--- src/rtl/longest_increasing_subsequence_engine_assert.svh ---
// Assertion macros for the longest increasing subsequence engine.
// Used by the top level only; no other dependencies.
`ifndef LONGEST_INCREASING_SUBSEQUENCE_ENGINE_ASSERT_SVH
`define LONGEST_INCREASING_SUBSEQUENCE_ENGINE_ASSERT_SVH

// Check a condition at every clock edge out of reset.
`define LISE_ASSERT_ALWAYS(label, ck, rn, cond) \
    label: assert property (@(posedge ck) disable iff (!rn) (cond)) \
        else $error("lise: invariant violated");

// Check a consequent in the same cycle as its antecedent.
`define LISE_ASSERT_SAME(label, ck, rn, ante, cons) \
    label: assert property (@(posedge ck) disable iff (!rn) (ante) |-> (cons)) \
        else $error("lise: same-cycle check failed");

// Check a consequent in the cycle after its antecedent.
`define LISE_ASSERT_NEXT(label, ck, rn, ante, cons) \
    label: assert property (@(posedge ck) disable iff (!rn) (ante) |=> (cons)) \
        else $error("lise: next-cycle check failed");

`endif

--- src/rtl/lise_pkg.sv ---
// Shared types and constants of the longest increasing subsequence engine.
// No dependencies; used by lise_cmp, lise_ctrl and the top level.
`default_nettype none

package lise_pkg;

    localparam int MaxItems  = 1024;
    localparam int ValueBits = 32;
    localparam int IdxBits   = 10;
    localparam int LenBits   = 11;

    localparam logic [1:0] FuncLoad  = 2'd0;
    localparam logic [1:0] FuncRead  = 2'd1;
    localparam logic [1:0] FuncClear = 2'd2;

    localparam logic [LenBits-1:0] NoPred = LenBits'(MaxItems);

    typedef struct packed {
        logic [1:0]                  func;
        logic signed [ValueBits-1:0] value;
    } req_t;

    typedef struct packed {
        logic [LenBits-1:0]          lis_length;
        logic signed [ValueBits-1:0] elem_value;
        logic [IdxBits-1:0]          elem_index;
        logic                        elem_valid;
        logic                        elem_last;
        logic                        overflow;
    } rsp_t;

    typedef struct packed {
        logic [ValueBits-1:0] value;
        logic [IdxBits-1:0]   pos;
    } tail_entry_t;

    typedef struct packed {
        logic [ValueBits-1:0] value;
        logic [LenBits-1:0]   pred;
    } item_entry_t;

    typedef struct packed {
        logic               we;
        logic [IdxBits-1:0] waddr;
        tail_entry_t        wdata;
        logic [IdxBits-1:0] raddr;
    } tail_port_t;

    typedef struct packed {
        logic               we;
        logic [IdxBits-1:0] waddr;
        item_entry_t        wdata;
        logic [IdxBits-1:0] raddr;
    } item_port_t;

    typedef struct packed {
        logic               we;
        logic [IdxBits-1:0] waddr;
        logic [IdxBits-1:0] wdata;
        logic [IdxBits-1:0] raddr;
    } order_port_t;

    typedef struct packed {
        logic [LenBits-1:0] item_count;
        logic [LenBits-1:0] run_length;
    } stat_t;

    typedef enum logic [3:0] {
        ST_IDLE,
        ST_LAST,
        ST_SEARCH,
        ST_PRED,
        ST_WRITE,
        ST_B_HEAD,
        ST_B_WALK,
        ST_B_NEXT,
        ST_R_ORD,
        ST_R_ITEM,
        ST_RESP
    } state_t;

endpackage

`default_nettype wire

--- src/rtl/lise_cmp.sv ---
// Shared signed less-than unit used by every tail probe.
// Depends on lise_pkg.
`default_nettype none

module lise_cmp (
    input  wire logic [lise_pkg::ValueBits-1:0] a,
    input  wire logic [lise_pkg::ValueBits-1:0] b,
    output logic                                lt
);

    localparam int Msb = lise_pkg::ValueBits - 1;

    logic [lise_pkg::ValueBits-1:0] key_a;
    logic [lise_pkg::ValueBits-1:0] key_b;

    // flip the sign bit for an order-preserving unsigned key
    assign key_a = {~a[Msb], a[Msb-1:0]};
    assign key_b = {~b[Msb], b[Msb-1:0]};
    assign lt    = key_a < key_b;

endmodule

`default_nettype wire

--- src/rtl/lise_ctrl.sv ---
// Sequencer of the engine: load with binary search, clear, chain walk, readout, response register.
// Depends on lise_pkg and lise_cmp.
`default_nettype none

module lise_ctrl (
    input  wire logic                  clk,
    input  wire logic                  rst_n,
    input  wire logic                  req_valid,
    output logic                       req_ready,
    input  wire lise_pkg::req_t        req_data,
    output logic                       rsp_valid,
    input  wire logic                  rsp_ready,
    output lise_pkg::rsp_t             rsp_data,
    output lise_pkg::tail_port_t       tail_port,
    input  wire lise_pkg::tail_entry_t tail_rdata,
    output lise_pkg::item_port_t       item_port,
    input  wire lise_pkg::item_entry_t item_rdata,
    output lise_pkg::order_port_t      order_port,
    input  wire logic [lise_pkg::IdxBits-1:0] order_rdata,
    output lise_pkg::stat_t            stat
);

    localparam int IB = lise_pkg::IdxBits;
    localparam int LB = lise_pkg::LenBits;

    lise_pkg::state_t state_reg, state_next;

    logic [LB-1:0] count_reg, count_next;
    logic [LB-1:0] run_reg, run_next;
    logic [LB-1:0] ptr_reg, ptr_next;
    logic          rdy_reg, rdy_next;
    logic          rsp_valid_reg, rsp_valid_next;

    logic [lise_pkg::ValueBits-1:0] value_reg, value_next;
    logic [IB-1:0] lo_reg, lo_next;
    logic [IB-1:0] hi_reg, hi_next;
    logic [IB-1:0] mid_reg, mid_next;
    logic [IB-1:0] slot_reg, slot_next;
    logic [LB-1:0] pred_reg, pred_next;
    logic [LB-1:0] k_reg, k_next;
    logic [LB-1:0] cur_reg, cur_next;
    lise_pkg::rsp_t res_reg, res_next;
    lise_pkg::rsp_t rsp_reg, rsp_next;

    logic          tail_lt;
    logic [LB-1:0] last_idx;
    logic [IB-1:0] first_mid;
    logic [IB-1:0] lo_n;
    logic [IB-1:0] hi_n;
    logic [IB-1:0] mid_n;
    logic          search_more;
    logic [LB-1:0] k_dec;
    logic          rsp_free;

    lise_cmp u_cmp (
        .a  (tail_rdata.value),
        .b  (value_reg),
        .lt (tail_lt)
    );

    assign last_idx    = run_reg - LB'(1);
    assign first_mid   = last_idx[IB-1:0] >> 1;
    assign lo_n        = tail_lt ? (mid_reg + IB'(1)) : lo_reg;
    assign hi_n        = tail_lt ? hi_reg : mid_reg;
    assign search_more = lo_n < hi_n;
    assign mid_n       = lo_n + ((hi_n - lo_n) >> 1);
    assign k_dec       = k_reg - LB'(1);
    assign rsp_free    = !rsp_valid_reg || rsp_ready;

    // next state
    always_comb
    begin
        state_next = state_reg;
        case (state_reg)
            lise_pkg::ST_IDLE:
            begin
                if (req_valid)
                begin
                    case (req_data.func)
                        lise_pkg::FuncLoad:
                        begin
                            if (count_reg == lise_pkg::NoPred)
                                state_next = lise_pkg::ST_RESP;
                            else if (run_reg == '0)
                                state_next = lise_pkg::ST_WRITE;
                            else
                                state_next = lise_pkg::ST_LAST;
                        end
                        lise_pkg::FuncRead:
                        begin
                            if (rdy_reg)
                                state_next = (ptr_reg < run_reg) ? lise_pkg::ST_R_ORD
                                                                 : lise_pkg::ST_RESP;
                            else
                                state_next = (run_reg == '0) ? lise_pkg::ST_RESP
                                                             : lise_pkg::ST_B_HEAD;
                        end
                        default:
                        begin
                            state_next = lise_pkg::ST_RESP;
                        end
                    endcase
                end
            end
            lise_pkg::ST_LAST:
            begin
                if (tail_lt || last_idx == '0)
                    state_next = lise_pkg::ST_WRITE;
                else
                    state_next = lise_pkg::ST_SEARCH;
            end
            lise_pkg::ST_SEARCH:
            begin
                if (search_more)
                    state_next = lise_pkg::ST_SEARCH;
                else if (lo_n == '0)
                    state_next = lise_pkg::ST_WRITE;
                else
                    state_next = lise_pkg::ST_PRED;
            end
            lise_pkg::ST_PRED:   state_next = lise_pkg::ST_WRITE;
            lise_pkg::ST_WRITE:  state_next = lise_pkg::ST_RESP;
            lise_pkg::ST_B_HEAD: state_next = lise_pkg::ST_B_WALK;
            lise_pkg::ST_B_WALK: state_next = lise_pkg::ST_B_NEXT;
            lise_pkg::ST_B_NEXT:
            begin
                state_next = (k_reg == '0) ? lise_pkg::ST_R_ORD : lise_pkg::ST_B_WALK;
            end
            lise_pkg::ST_R_ORD:  state_next = lise_pkg::ST_R_ITEM;
            lise_pkg::ST_R_ITEM: state_next = lise_pkg::ST_RESP;
            lise_pkg::ST_RESP:
            begin
                if (rsp_free)
                    state_next = lise_pkg::ST_IDLE;
            end
            default:
            begin
                state_next = lise_pkg::ST_IDLE;
            end
        endcase
    end

    // datapath updates
    always_comb
    begin
        count_next     = count_reg;
        run_next       = run_reg;
        ptr_next       = ptr_reg;
        rdy_next       = rdy_reg;
        value_next     = value_reg;
        lo_next        = lo_reg;
        hi_next        = hi_reg;
        mid_next       = mid_reg;
        slot_next      = slot_reg;
        pred_next      = pred_reg;
        k_next         = k_reg;
        cur_next       = cur_reg;
        res_next       = res_reg;
        rsp_next       = rsp_reg;
        rsp_valid_next = rsp_valid_reg && !rsp_ready;
        case (state_reg)
            lise_pkg::ST_IDLE:
            begin
                if (req_valid)
                begin
                    value_next = req_data.value;
                    res_next   = '0;
                    slot_next  = '0;
                    pred_next  = lise_pkg::NoPred;
                    k_next     = run_reg;
                    case (req_data.func)
                        lise_pkg::FuncLoad:
                        begin
                            if (count_reg == lise_pkg::NoPred)
                                res_next.overflow = 1'b1;
                        end
                        lise_pkg::FuncRead:
                        begin
                            if (!rdy_reg && run_reg == '0)
                            begin
                                rdy_next = 1'b1;
                                ptr_next = '0;
                            end
                        end
                        lise_pkg::FuncClear:
                        begin
                            count_next = '0;
                            run_next   = '0;
                            ptr_next   = '0;
                            rdy_next   = 1'b0;
                        end
                        default:
                        begin
                        end
                    endcase
                end
            end
            lise_pkg::ST_LAST:
            begin
                if (tail_lt)
                begin
                    slot_next = run_reg[IB-1:0];
                    pred_next = {1'b0, tail_rdata.pos};
                end
                else
                begin
                    lo_next  = '0;
                    hi_next  = last_idx[IB-1:0];
                    mid_next = first_mid;
                end
            end
            lise_pkg::ST_SEARCH:
            begin
                lo_next   = lo_n;
                hi_next   = hi_n;
                mid_next  = mid_n;
                slot_next = lo_n;
            end
            lise_pkg::ST_PRED:
            begin
                pred_next = {1'b0, tail_rdata.pos};
            end
            lise_pkg::ST_WRITE:
            begin
                if ({1'b0, slot_reg} == run_reg)
                    run_next = run_reg + LB'(1);
                count_next = count_reg + LB'(1);
                rdy_next   = 1'b0;
                ptr_next   = '0;
            end
            lise_pkg::ST_B_HEAD:
            begin
                cur_next = {1'b0, tail_rdata.pos};
            end
            lise_pkg::ST_B_WALK:
            begin
                k_next = k_dec;
            end
            lise_pkg::ST_B_NEXT:
            begin
                // hold the end-of-chain mark once reached
                if (!cur_reg[IB])
                    cur_next = item_rdata.pred;
                if (k_reg == '0)
                begin
                    rdy_next = 1'b1;
                    ptr_next = '0;
                end
            end
            lise_pkg::ST_R_ORD:
            begin
                res_next.elem_index = order_rdata;
            end
            lise_pkg::ST_R_ITEM:
            begin
                res_next.elem_value = item_rdata.value;
                res_next.elem_valid = 1'b1;
                res_next.elem_last  = (ptr_reg + LB'(1)) == run_reg;
                ptr_next            = ptr_reg + LB'(1);
            end
            lise_pkg::ST_RESP:
            begin
                if (rsp_free)
                begin
                    rsp_next            = res_reg;
                    rsp_next.lis_length = run_reg;
                    rsp_valid_next      = 1'b1;
                end
            end
            default:
            begin
            end
        endcase
    end

    // memory requests and handshake outputs
    always_comb
    begin
        req_ready = (state_reg == lise_pkg::ST_IDLE);

        tail_port.we    = (state_reg == lise_pkg::ST_WRITE);
        tail_port.waddr = slot_reg;
        tail_port.wdata = {value_reg, count_reg[IB-1:0]};

        item_port.we    = (state_reg == lise_pkg::ST_WRITE);
        item_port.waddr = count_reg[IB-1:0];
        item_port.wdata = {value_reg, pred_reg};

        order_port.we    = (state_reg == lise_pkg::ST_B_WALK);
        order_port.waddr = k_dec[IB-1:0];
        order_port.wdata = cur_reg[IB] ? '0 : cur_reg[IB-1:0];

        case (state_reg)
            lise_pkg::ST_LAST:   tail_port.raddr = first_mid;
            lise_pkg::ST_SEARCH: tail_port.raddr = search_more ? mid_n : (lo_n - IB'(1));
            default:             tail_port.raddr = last_idx[IB-1:0];
        endcase

        case (state_reg)
            lise_pkg::ST_B_WALK: item_port.raddr = cur_reg[IB-1:0];
            lise_pkg::ST_R_ORD:  item_port.raddr = order_rdata;
            default:             item_port.raddr = '0;
        endcase

        case (state_reg)
            lise_pkg::ST_B_NEXT: order_port.raddr = '0;
            default:             order_port.raddr = ptr_reg[IB-1:0];
        endcase
    end

    assign rsp_valid       = rsp_valid_reg;
    assign rsp_data        = rsp_reg;
    assign stat.item_count = count_reg;
    assign stat.run_length = run_reg;

    always_ff @(posedge clk or negedge rst_n)
    begin
        if (!rst_n)
        begin
            state_reg     <= lise_pkg::ST_IDLE;
            count_reg     <= '0;
            run_reg       <= '0;
            ptr_reg       <= '0;
            rdy_reg       <= 1'b0;
            rsp_valid_reg <= 1'b0;
        end
        else
        begin
            state_reg     <= state_next;
            count_reg     <= count_next;
            run_reg       <= run_next;
            ptr_reg       <= ptr_next;
            rdy_reg       <= rdy_next;
            rsp_valid_reg <= rsp_valid_next;
        end
    end

    always_ff @(posedge clk)
    begin
        value_reg <= value_next;
        lo_reg    <= lo_next;
        hi_reg    <= hi_next;
        mid_reg   <= mid_next;
        slot_reg  <= slot_next;
        pred_reg  <= pred_next;
        k_reg     <= k_next;
        cur_reg   <= cur_next;
        res_reg   <= res_next;
        rsp_reg   <= rsp_next;
    end

endmodule

`default_nettype wire

--- config.mk ---
export PLATFORM = sky130hd
export DESIGN_NAME = lise_ctrl
export DESIGN_NICKNAME = d
export VERILOG_FILES = /design/src/rtl/longest_increasing_subsequence_engine_assert.svh /design/src/rtl/lise_pkg.sv /design/src/rtl/lise_cmp.sv /design/src/rtl/lise_ctrl.sv
export SDC_FILE = /design/constraint.sdc
export NUM_CORES = 1
export LEC_CHECK = 0
export BUFFER_PORTS_ARGS = -buffer_cell sky130_fd_sc_hd__buf_2
export CELL_PAD_IN_SITES_DETAIL_PLACEMENT = 1
export CELL_PAD_IN_SITES_GLOBAL_PLACEMENT = 2
export CORE_ASPECT_RATIO = 2
export CORE_MARGIN = 2
export CORE_UTILIZATION = 33
export DETAILED_ROUTE_END_ITERATION = 6
export PLACE_DENSITY_LB_ADDON = 0.1
export SYNTH_ARGS = -nofsm -noshare
export SYNTH_HDL_FRONTEND = slang
export SYNTH_SLANG_ARGS = --single-unit
--- constraint.sdc ---
create_clock -name clk -period 9.42 [get_ports clk]
set_input_delay 1.884 -clock clk [delete_from_list [all_inputs] [get_ports clk]]
set_output_delay 1.884 -clock clk [all_outputs]
set_load 0.05 [all_outputs]
==> impl_metrics.py, run 1 <==
metrics = {
    "sta": {
        "fin_crit_ns": 9.10,
        "min_period_over_period_pct": 96.6,
        "fin_setup_tns_ns": 0,
        "setup_ws_ns": 0.319,
        "max_slew.worst_pin.slew_ns": 1.04,
        "slew_violations": 0,
        "finalHoldViolCount": 0,
        "finClkSkew_ns": 0.0114,
        "slew_headroom_pct": 30.5,
        "setup_viol": 0,
        "fmax_mhz": 110,
    },
    "global_route": {
        "grt_max_degree": 56,
        "grt_pass1_vias": 11400,
        "use_met1_pct": 21.1,
        "grt_usage_pct": 21.9,
        "grt_pass1_wl_um": 71500,
        "gr-usage-met2_pct": 45.3,
        "grt_util_met3_pct": 2.72,
        "busiest_layer": "met2",
        "antenna_found_initial": 4,
        "grt_overflow": 0,
    },
    "clock_tree": {
        "root_buffer": "clkbuf_16",
        "cts_buffers": 25,
        "clk_pin_slew_ns": 0.06,
        "clk_path_buf_depth": 3,
        "htree_levels": 1,
        "cts_tree": "done",
        "clock_sinks": 245,
        "clk_latency_ns": 0.55,
    },
    "pwr": {
        "ir_worst_vdd_mv": 0.420,
        "leakage_nw": 7.42,
        "swShare_pct": 49.8,
        "p_sw_mw": 3.55,
        "internal_power_mw": 3.59,
        "p_seq_share_pct": 25.8,
        "clkPwrFrac_pct": 14.8,
        "comb_power_share_pct": 59.4,
        "powerDensity_nw_per_um2": 423,
    },
    "critical_path": {
        "critPathTopFamily": "compound AO/OA/AOI/OAI gates",
        "cp_max_fo": 5,
        "crit_type": "in -> out",
        "ff2ff_path_depth": 28,
        "worst_setup_path_end_kind": "output port",
        "path_depth": 30,
        "cp_slowest_stage_delay_ns": 0.37,
        "cp_common_cell": "a21o_1",
        "critical-path-slowest-cell": "mux2_2",
        "cp.required_ns": 7.54,
        "critical_path_arrival_ns": 7.22,
        "critical_path.startpoint_type": "input pin",
        "cp_num_buf_inv": 6,
    },
    "routing": {
        "ant_nets": 0,
        "drc": 0,
        "routed_wl_um": 48500,
        "wire_per_inst_um": 22.3,
        "first_pass_iters": 4,
        "drtIter0Drc": 346,
        "post_drt_via_cell_ratio": 5.03,
        "num_vias": 10900,
    },
    "die": {
        "initial_core_util_pct": 33.4,
        "die-area_um2": 43200,
        "die_w_um": 148,
        "die_height_um": 292,
        "io_pins": 371,
        "rows": 105,
        "coreArea_um2": 41000,
    },
    "outcome": {
        "status": "completed",
    },
    "logic_synthesis": {
        "synth_edf_count": 206,
        "synth_warnings": 0,
        "seq_area_frac_synth_pct": 52.3,
        "ys_types": 70,
        "async_flop_share_pct": 15.9,
        "syn_area_um2": 13700,
        "synthCells": 1281,
        "synth_nets": 1489,
        "ys_seq_elements": 245,
        "synth_area_per_cell_um2": 10.7,
        "ys.flop_type": "edfxtp_1",
    },
    "final_layout": {
        "nets": 1820,
        "fillCellCount": 4761,
        "final_cell_area_um2": 16900,
        "drive_above_1_share_pct": 30.4,
        "area_growth_pct": 23.3,
        "finish.utilization_pct": 41.2,
        "largest_reg_flops": 56,
        "final-seq-area_um2": 7160,
        "fin_cells": 2170,
        "multi_input_area_um2": 5680,
    },
    "place": {
        "placed_area_um2": 15900,
        "post-place-ws_ns": -0.0798,
        "portBuffers": 370,
        "dp_hpwl_um": 39000,
        "globalplace.congestion": 0.853,
        "dp_cells": 2119,
    },
    "hold_path": {
        "hp-class": "reg -> reg",
        "holdPathStages": 0,
    },
    "flow_run": {
        "maxCapViolCount": 0,
    },
}
## path summary, 6_finish.rpt
path	from	to	slack, ns
worst max-delay path	tail_rdata[32]	tail_port[9]	0.32
worst min-delay path	res_reg[13]	rsp_data[13]	0.42
worst max register to register	value_reg[22]	mid_reg[9]	3.98
worst min register to register	res_reg[13]	rsp_data[13]	0.42
max in group asynchronous	rst_n	rsp_valid	7.26
min in group asynchronous	rst_n	count_reg[7]	1.51
## metal layers
| metal | up-vias | routed length [µm] |
|---|---|---|
| met4 | 0 | 1960 |
| met2 | 314 | 28400 |
| met5 | - | 0 |
| li1 | 5144 | - |
| met3 | 82 | 2050 |
| met1 | 5368 | 16100 |
## cells in the final DEF (no fill, tap or decap), types with 22 or more instances in the layout
master,synthesis,layout
nand3_1,24,24
and2_1,52,52
and3_1,33,33
ha_1,73,72
nor3_1,27,26
nand2_1,89,89
nor2_1,109,108
clkbuf_16,0,25
buf_2,8,369
xor2_1,37,37
xnor2_1,54,54
edfxtp_1,206,206
o21ai_0,50,48
nand2b_1,24,24
a21o_1,22,22
dfrtp_1,39,39
a21oi_1,74,73
inv_1,74,74
buf_4,54,41
## power by group through the flow
stage          registers [mW]  clock network [mW]  logic (mW)
2_1_floorplan            2.16                   0        2.52
3_3_place_gp             1.86                   0        4.18
3_5_place_dp             1.87                   0        4.21
4_1_cts                  1.85                1.09        4.24
5_1_grt                  1.88                1.13        4.57
6_report                 1.84                1.06        4.24
## final cells by class
class / instances / share of cell area (%)
antenna: 4 / 0.0593
clock buffer: 27 / 3.75
clock inverter: 19 / 1.33
inverter: 75 / 1.67
multi-input combinational: 851 / 33.6
sequential: 245 / 42.4
tap: 535 / 3.96
timing repair buffer: 414 / 13.2
## worst reg2reg max path: cells and delay by family, from the launching register on
kind                     cells  cell delay (ns)
XOR/XNOR                     2             0.27
AO/OA/AOI/OAI                9             1.40
flip-flops                   1             0.40
AND/OR/NAND/NOR              8             1.22
multiplexers                 1             0.38
adder cells (fa/ha/maj)      3             0.82
buffers and inverters        5             0.69
## stage by stage
stage | hold WS, ns | power, mW
6_report | 0.416 | 7.14
5_1_grt | 0.423 | 7.57
4_1_cts | 0.413 | 7.18
3_5_place_dp | 0.405 | 6.08
3_3_place_gp | 0.400 | 6.04
2_1_floorplan | 0.400 | 4.69
## Yosys cell counts, types with 3 or more instances
library cell,instances,share of area [%]
a211oi_1,4,0.22
a21boi_0,3,0.16
a21o_1,22,1.2
a21oi_1,74,2.7
a21oi_2,3,0.19
a31oi_1,8,0.37
and2_1,52,2.4
and3_1,33,1.5
buf_2,8,0.29
buf_4,54,3.0
clkbuf_1,46,1.3
dfrtp_1,39,7.1
edfxtp_1,206,45
ha_1,73,6.7
inv_1,74,2.0
mux2_2,12,0.99
mux2i_1,10,0.73
nand2_1,89,2.4
nand2b_1,24,1.1
nand3_1,24,0.88
nand4_1,17,0.78
nor2_1,109,3.0
nor2b_1,19,0.87
nor3_1,27,0.99
nor4_1,12,0.55
o21ai_0,50,1.8
o21ai_1,16,0.58
o22ai_1,20,0.91
o31ai_1,6,0.33
or3_1,4,0.18
xnor2_1,54,3.5
xor2_1,37,2.4
## kinds of logic after synthesis
| kind of cell | synth area share, % |
|---|---|
| buffers and inverters | 6.73 |
| flip-flops | 52.3 |
| XOR/XNOR | 5.82 |
| AO/OA/AOI/OAI | 9.89 |
| multiplexers | 1.82 |
| AND/OR/NAND/NOR | 16.5 |
| adder cells (fa/ha/maj) | 6.96 |
## what timing repair did
action / 4_1_cts / 5_1_grt
cloned: 0 / 0
hold buffers: 0 / 0
setup buffers: 0 / 1
gates resized for setup: 2 / 9
pin swaps: 1 / 2
endpoints found under the setup margin: 1 / 1
Note: power is estimated with default switching activity, not from simulation.
==> run 2: changes to the inputs <==
--- a/config.mk
+++ b/config.mk
@@ -5,7 +5,7 @@
 export SDC_FILE = /design/constraint.sdc
 export NUM_CORES = 1
 export LEC_CHECK = 0
-export BUFFER_PORTS_ARGS = -buffer_cell sky130_fd_sc_hd__buf_2
+export BUFFER_PORTS_ARGS = -buffer_cell sky130_fd_sc_hd__clkbuf_2
 export CELL_PAD_IN_SITES_DETAIL_PLACEMENT = 1
 export CELL_PAD_IN_SITES_GLOBAL_PLACEMENT = 2
 export CORE_ASPECT_RATIO = 2
==> impl_metrics.py, run 2 (synthesis results as in run 1) <==
metrics = {
    "outcome": {
        "status": "completed",
    },
    "critical_path": {
        "critical_path_arrival_ns": 7.26,
        "crit_path_start": "tail_rdata[29]",
        "critical-path-slowest-cell": "mux2_2",
        "critical_path.startpoint_type": "input pin",
        "worstReg2RegStart": "value_reg[19]",
        "rr_endpoint": "mid_reg[9]",
        "cp_max_fo": 6,
        "cp_common_cell": "a21o_1",
        "r2r_slack_ns": 3.84,
        "ff2ff_path_depth": 24,
        "crit_type": "in -> out",
        "cp_slowest_stage_delay_ns": 0.42,
        "cp-endpoint": "tail_port[9]",
        "worst_setup_path_end_kind": "output port",
        "cp.required_ns": 7.54,
    },
    "routing": {
        "drtIter0Drc": 364,
        "drc": 0,
        "num_vias": 10900,
        "first_pass_iters": 4,
        "post_drt_via_cell_ratio": 5.06,
        "ant_nets": 0,
        "routed_wl_um": 48200,
        "wire_per_inst_um": 22.3,
    },
    "die": {
        "rows": 105,
        "die-area_um2": 43200,
        "io_pins": 371,
        "coreArea_um2": 41000,
        "die_w_um": 148,
        "die_height_um": 292,
        "initial_core_util_pct": 33.4,
    },
    "sta": {
        "fin_setup_tns_ns": 0,
        "fmax_mhz": 109,
        "fin_crit_ns": 9.14,
        "setup_viol": 0,
        "max_slew.worst_pin.slew_ns": 1.19,
        "slew_violations": 0,
        "finClkSkew_ns": 0.0170,
        "finalHoldViolCount": 0,
        "min_period_over_period_pct": 97.1,
        "slew_headroom_pct": 20.4,
        "rsz0062_at_grt": "false",
    },
    "final_layout": {
        "finish.utilization_pct": 40.9,
        "area_growth_pct": 22.5,
        "drive_above_1_share_pct": 30.2,
        "largest_reg_flops": 56,
        "nets": 1813,
        "final_cell_mix": "clkbuf_2, edfxtp_1, nor2_1",
        "final_common_cell": "clkbuf_2",
    },
    "pwr": {
        "power.total_mw": 7.06,
        "leakage_nw": 7.36,
        "powerDensity_nw_per_um2": 421,
        "ir_worst_vdd_mv": 0.485,
    },
    "global_route": {
        "grt_max_degree": 56,
        "grt_pass1_wl_um": 71100,
        "grt_pass1_vias": 11700,
        "grt_usage_pct": 21.9,
        "grt_overflow": 0,
        "antenna_found_initial": 1,
    },
    "clock_tree": {
        "clk_pin_slew_ns": 0.07,
        "cts_buffers": 25,
        "cts_tree": "done",
        "root_buffer": "clkbuf_16",
        "htree_levels": 1,
        "clk_latency_ns": 0.56,
        "clock_sinks": 245,
        "clk_path_buf_depth": 3,
    },
    "place": {
        "dp_hpwl_um": 39000,
        "globalplace.congestion": 0.884,
        "portBuffers": 370,
    },
    "hold_path": {
        "hp-class": "reg -> reg",
        "holdPathStages": 0,
    },
    "flow_run": {
        "maxCapViolCount": 0,
    },
}
-- run 2: worst max-delay path: cells and delay by family --
family / cells / cell delay [ns]
mux: 1 / 0.42
buf+inv: 3 / 0.41
xor+xnor: 1 / 0.19
simple gates: 8 / 1.56
compound gates: 10 / 1.88
fa+ha+maj: 3 / 0.90
-- run 2: power by group --
part           switching (mW)  internal (mW)  leakage, nW
combinational            2.86           1.33         4.53
sequential              0.272           1.60         2.44
clock                   0.473          0.531        0.389
-- run 2: timing repair --
item	4_1_cts	5_1_grt
setup endpoints to repair	1	2
buffers inserted	0	2
resized for setup	1	11
pin swaps	0	3
hold buffers	0	0
-- run 2: worst min-delay path by stage --
stage / start / to / slack (ns)
final: res_reg[25] / rsp_data[25] / 0.42
after global routing: res_reg[25] / rsp_data[25] / 0.42
after CTS: res_reg[25] / rsp_data[25] / 0.40
after detailed placement: res_reg[20] / rsp_data[20] / 0.41
after global placement: res_reg[20] / rsp_data[20] / 0.40
after floorplan: res_reg[0] / rsp_data[0] / 0.40
-- run 2: routing by layer --
| metal | vias to the layer above | wire, µm | GRT usage (%) |
|---|---|---|---|
| met1 | 5357 | 16000 | 20.7 |
| met3 | 109 | 1940 | 2.77 |
| li1 | 5140 | - | - |
| met5 | - | 0 | 0 |
| met4 | 0 | 2830 | 11.6 |
| met2 | 323 | 27500 | 44.1 |
-- run 2: stage by stage --
step | std cells | area [µm²] | hold WS [ns] | setup WS, ns
after floorplan | 1281 | 13700 | 0.400 | 0.0843
after global placement | 2111 | 15900 | 0.400 | 0.00971
after detailed placement | 2111 | 15900 | 0.405 | -0.0925
after CTS | 2157 | 16700 | 0.402 | 0.00688
after global routing | 2160 | 16800 | 0.422 | 0.0172
final | 2160 | 16800 | 0.416 | 0.277
-- run 2: layout make-up --
class	count	area, µm²
antenna	1	2.50
tap	535	669
clock buffer	27	633
clock inverter	19	185
multi-input combinational	851	5690
fill	4721	24200
inverter	75	282
sequential	245	7160
timing repair buffer	407	2150
==> run 3: changes to the inputs <==
--- a/config.mk
+++ b/config.mk
@@ -12,7 +12,7 @@
 export CORE_MARGIN = 2
 export CORE_UTILIZATION = 33
 export DETAILED_ROUTE_END_ITERATION = 6
-export PLACE_DENSITY_LB_ADDON = 0.1
+export PLACE_DENSITY = 0.83
 export SYNTH_ARGS = -nofsm -noshare
 export SYNTH_HDL_FRONTEND = slang
 export SYNTH_SLANG_ARGS = --single-unit
==> impl_metrics.py, run 3 (synthesis results as in run 1) <==
metrics = {
    "sta": {
        "slew_headroom_pct": 23.3,
        "finClkSkew_ns": 0.0264,
        "fin_setup_tns_ns": 0,
        "rsz0062_at_grt": "false",
        "max_slew.worst_pin.slew_ns": 1.15,
        "slew_violations": 0,
        "finalHoldViolCount": 0,
        "setup_viol": 0,
        "fin_crit_ns": 9.08,
        "min_period_over_period_pct": 96.4,
        "fmax_mhz": 110,
    },
    "global_route": {
        "grt_usage_pct": 21.8,
        "grt_pass1_wl_um": 71700,
        "antenna_found_initial": 0,
        "grt_overflow": 0,
        "grt_max_degree": 57,
        "grt_pass1_vias": 11800,
    },
    "clock_tree": {
        "root_buffer": "clkbuf_16",
        "clk_path_buf_depth": 3,
        "cts_tree": "done",
        "clk_pin_slew_ns": 0.06,
        "htree_levels": 1,
        "hold_buffers": 0,
        "clock_sinks": 245,
        "cts_buffers": 24,
        "clk_latency_ns": 0.55,
    },
    "final_layout": {
        "fin_cells": 2151,
        "nets": 1806,
        "final_cell_area_um2": 16800,
        "final_common_cell": "clkbuf_2",
        "area_growth_pct": 22.5,
        "insertedDiodeCount": 0,
        "largest_reg_flops": 56,
        "final_cell_mix": "clkbuf_2, edfxtp_1, nor2_1",
        "drive_above_1_share_pct": 29.6,
    },
    "critical_path": {
        "worstReg2RegStart": "value_reg[22]",
        "r2r_slack_ns": 3.85,
        "cp-endpoint": "tail_port[9]",
        "ff2ff_path_depth": 23,
        "critical_path.startpoint_type": "input pin",
        "rr_endpoint": "mid_reg[8]",
        "worst_setup_path_end_kind": "output port",
        "crit_type": "in -> out",
        "cp_max_fo": 6,
        "cp.required_ns": 7.54,
        "crit_path_start": "tail_rdata[32]",
        "critical_path_arrival_ns": 7.20,
    },
    "hold_path": {
        "hp-class": "reg -> reg",
    },
    "flow_run": {
        "maxCapViolCount": 0,
    },
    "routing": {
        "num_vias": 11000,
        "routed_wl_um": 48300,
        "ant_nets": 0,
        "wire_per_inst_um": 22.5,
        "drtIter0Drc": 437,
        "first_pass_iters": 4,
        "post_drt_via_cell_ratio": 5.13,
        "drc": 0,
    },
    "place": {
        "placed_area_um2": 15900,
        "portBuffers": 370,
        "globalplace.congestion": 0.915,
        "dp_hpwl_um": 38400,
        "dp_cells": 2103,
    },
    "pwr": {
        "ir_worst_vdd_mv": 0.389,
        "powerDensity_nw_per_um2": 428,
        "leakage_nw": 7.38,
    },
    "die": {
        "coreArea_um2": 41000,
        "rows": 105,
        "die_height_um": 292,
        "die_w_um": 148,
        "io_pins": 371,
        "initial_core_util_pct": 33.4,
        "die-area_um2": 43200,
    },
    "outcome": {
        "status": "completed",
    },
}
run 3: cell count changes in the layout (fill, tap and decap cells not counted), moves of 3 or more:
cell	delta
buf_4	-7
clkinv_4	-6
buf_12	+4
clkbuf_2	-4
clkinvlp_4	-4
bufinv_16	+3
run 3: power by group:
group	switching (mW)	total [mW]	internal, mW
Combinational	2.93	4.29	1.36
Sequential	0.269	1.87	1.60
Clock	0.443	1.03	0.588
run 3: worst min-delay path by stage:
stage / slack [ns] / depth (start not counted) / endpoint / from
global route: 0.42 / 0 / rsp_data[32] / res_reg[32]
detailed placement: 0.41 / 0 / rsp_data[5] / res_reg[5]
CTS: 0.42 / 0 / rsp_data[32] / res_reg[32]
floorplan: 0.40 / 0 / rsp_data[0] / res_reg[0]
global placement: 0.40 / 0 / rsp_data[22] / res_reg[22]
finish: 0.42 / 0 / rsp_data[32] / res_reg[32]
run 3: critical path, stage by stage:
cell,delay [ns]
clkbuf_2,0.08
ha_1,0.32
nand4_1,0.19
nor4_4,0.35
nor4b_4,0.28
nor3_2,0.11
o21bai_4,0.26
buf_2,0.23
mux2i_1,0.25
ha_1,0.19
inv_1,0.06
fa_1,0.41
xor2_1,0.27
ha_1,0.30
a21o_1,0.16
a21oi_1,0.20
o21ai_0,0.21
o41ai_1,0.38
nor2_1,0.13
a211oi_2,0.23
a22oi_1,0.15
xor2_1,0.17
o22ai_2,0.19
buf_12,0.17
run 3: what timing repair did:
action / in CTS / in global routing
resized for setup: 0 / 9
setup endpoints to repair: 0 / 3
hold endpoints to repair: 0 / 0
buffers inserted: 0 / 4
run 3: layer usage:
metal  vias to the layer above  track usage [%]  routed length (µm)
met2                       338             43.1               27200
met5                         -                0                   0
met1                      5490             21.8               16800
li1                       5108                -                   -
met3                        95             2.72                1920
met4                         0             10.4                2460
run 3: stage by stage:
stage | worst slack [ns] | hold slack (ns) | total power, mW | util (%)
3_5_place_dp | 0.0737 | 0.406 | 6.11 | 38.7
6_report | 0.340 | 0.420 | 7.19 | 40.9
5_1_grt | 0.0177 | 0.419 | 7.58 | 40.9
3_3_place_gp | 0.144 | 0.401 | 6.01 | 38.7
2_1_floorplan | 0.0843 | 0.400 | 4.69 | -
4_1_cts | 0.0165 | 0.419 | 7.17 | 40.8
run 3: cell type report:
class	count	area (µm²)
sequential	245	7160
timing repair buffer	401	2160
fill	4640	24200
multi-input combinational	851	5670
tap	535	669
clock inverter	16	211
inverter	75	282
clock buffer	28	616
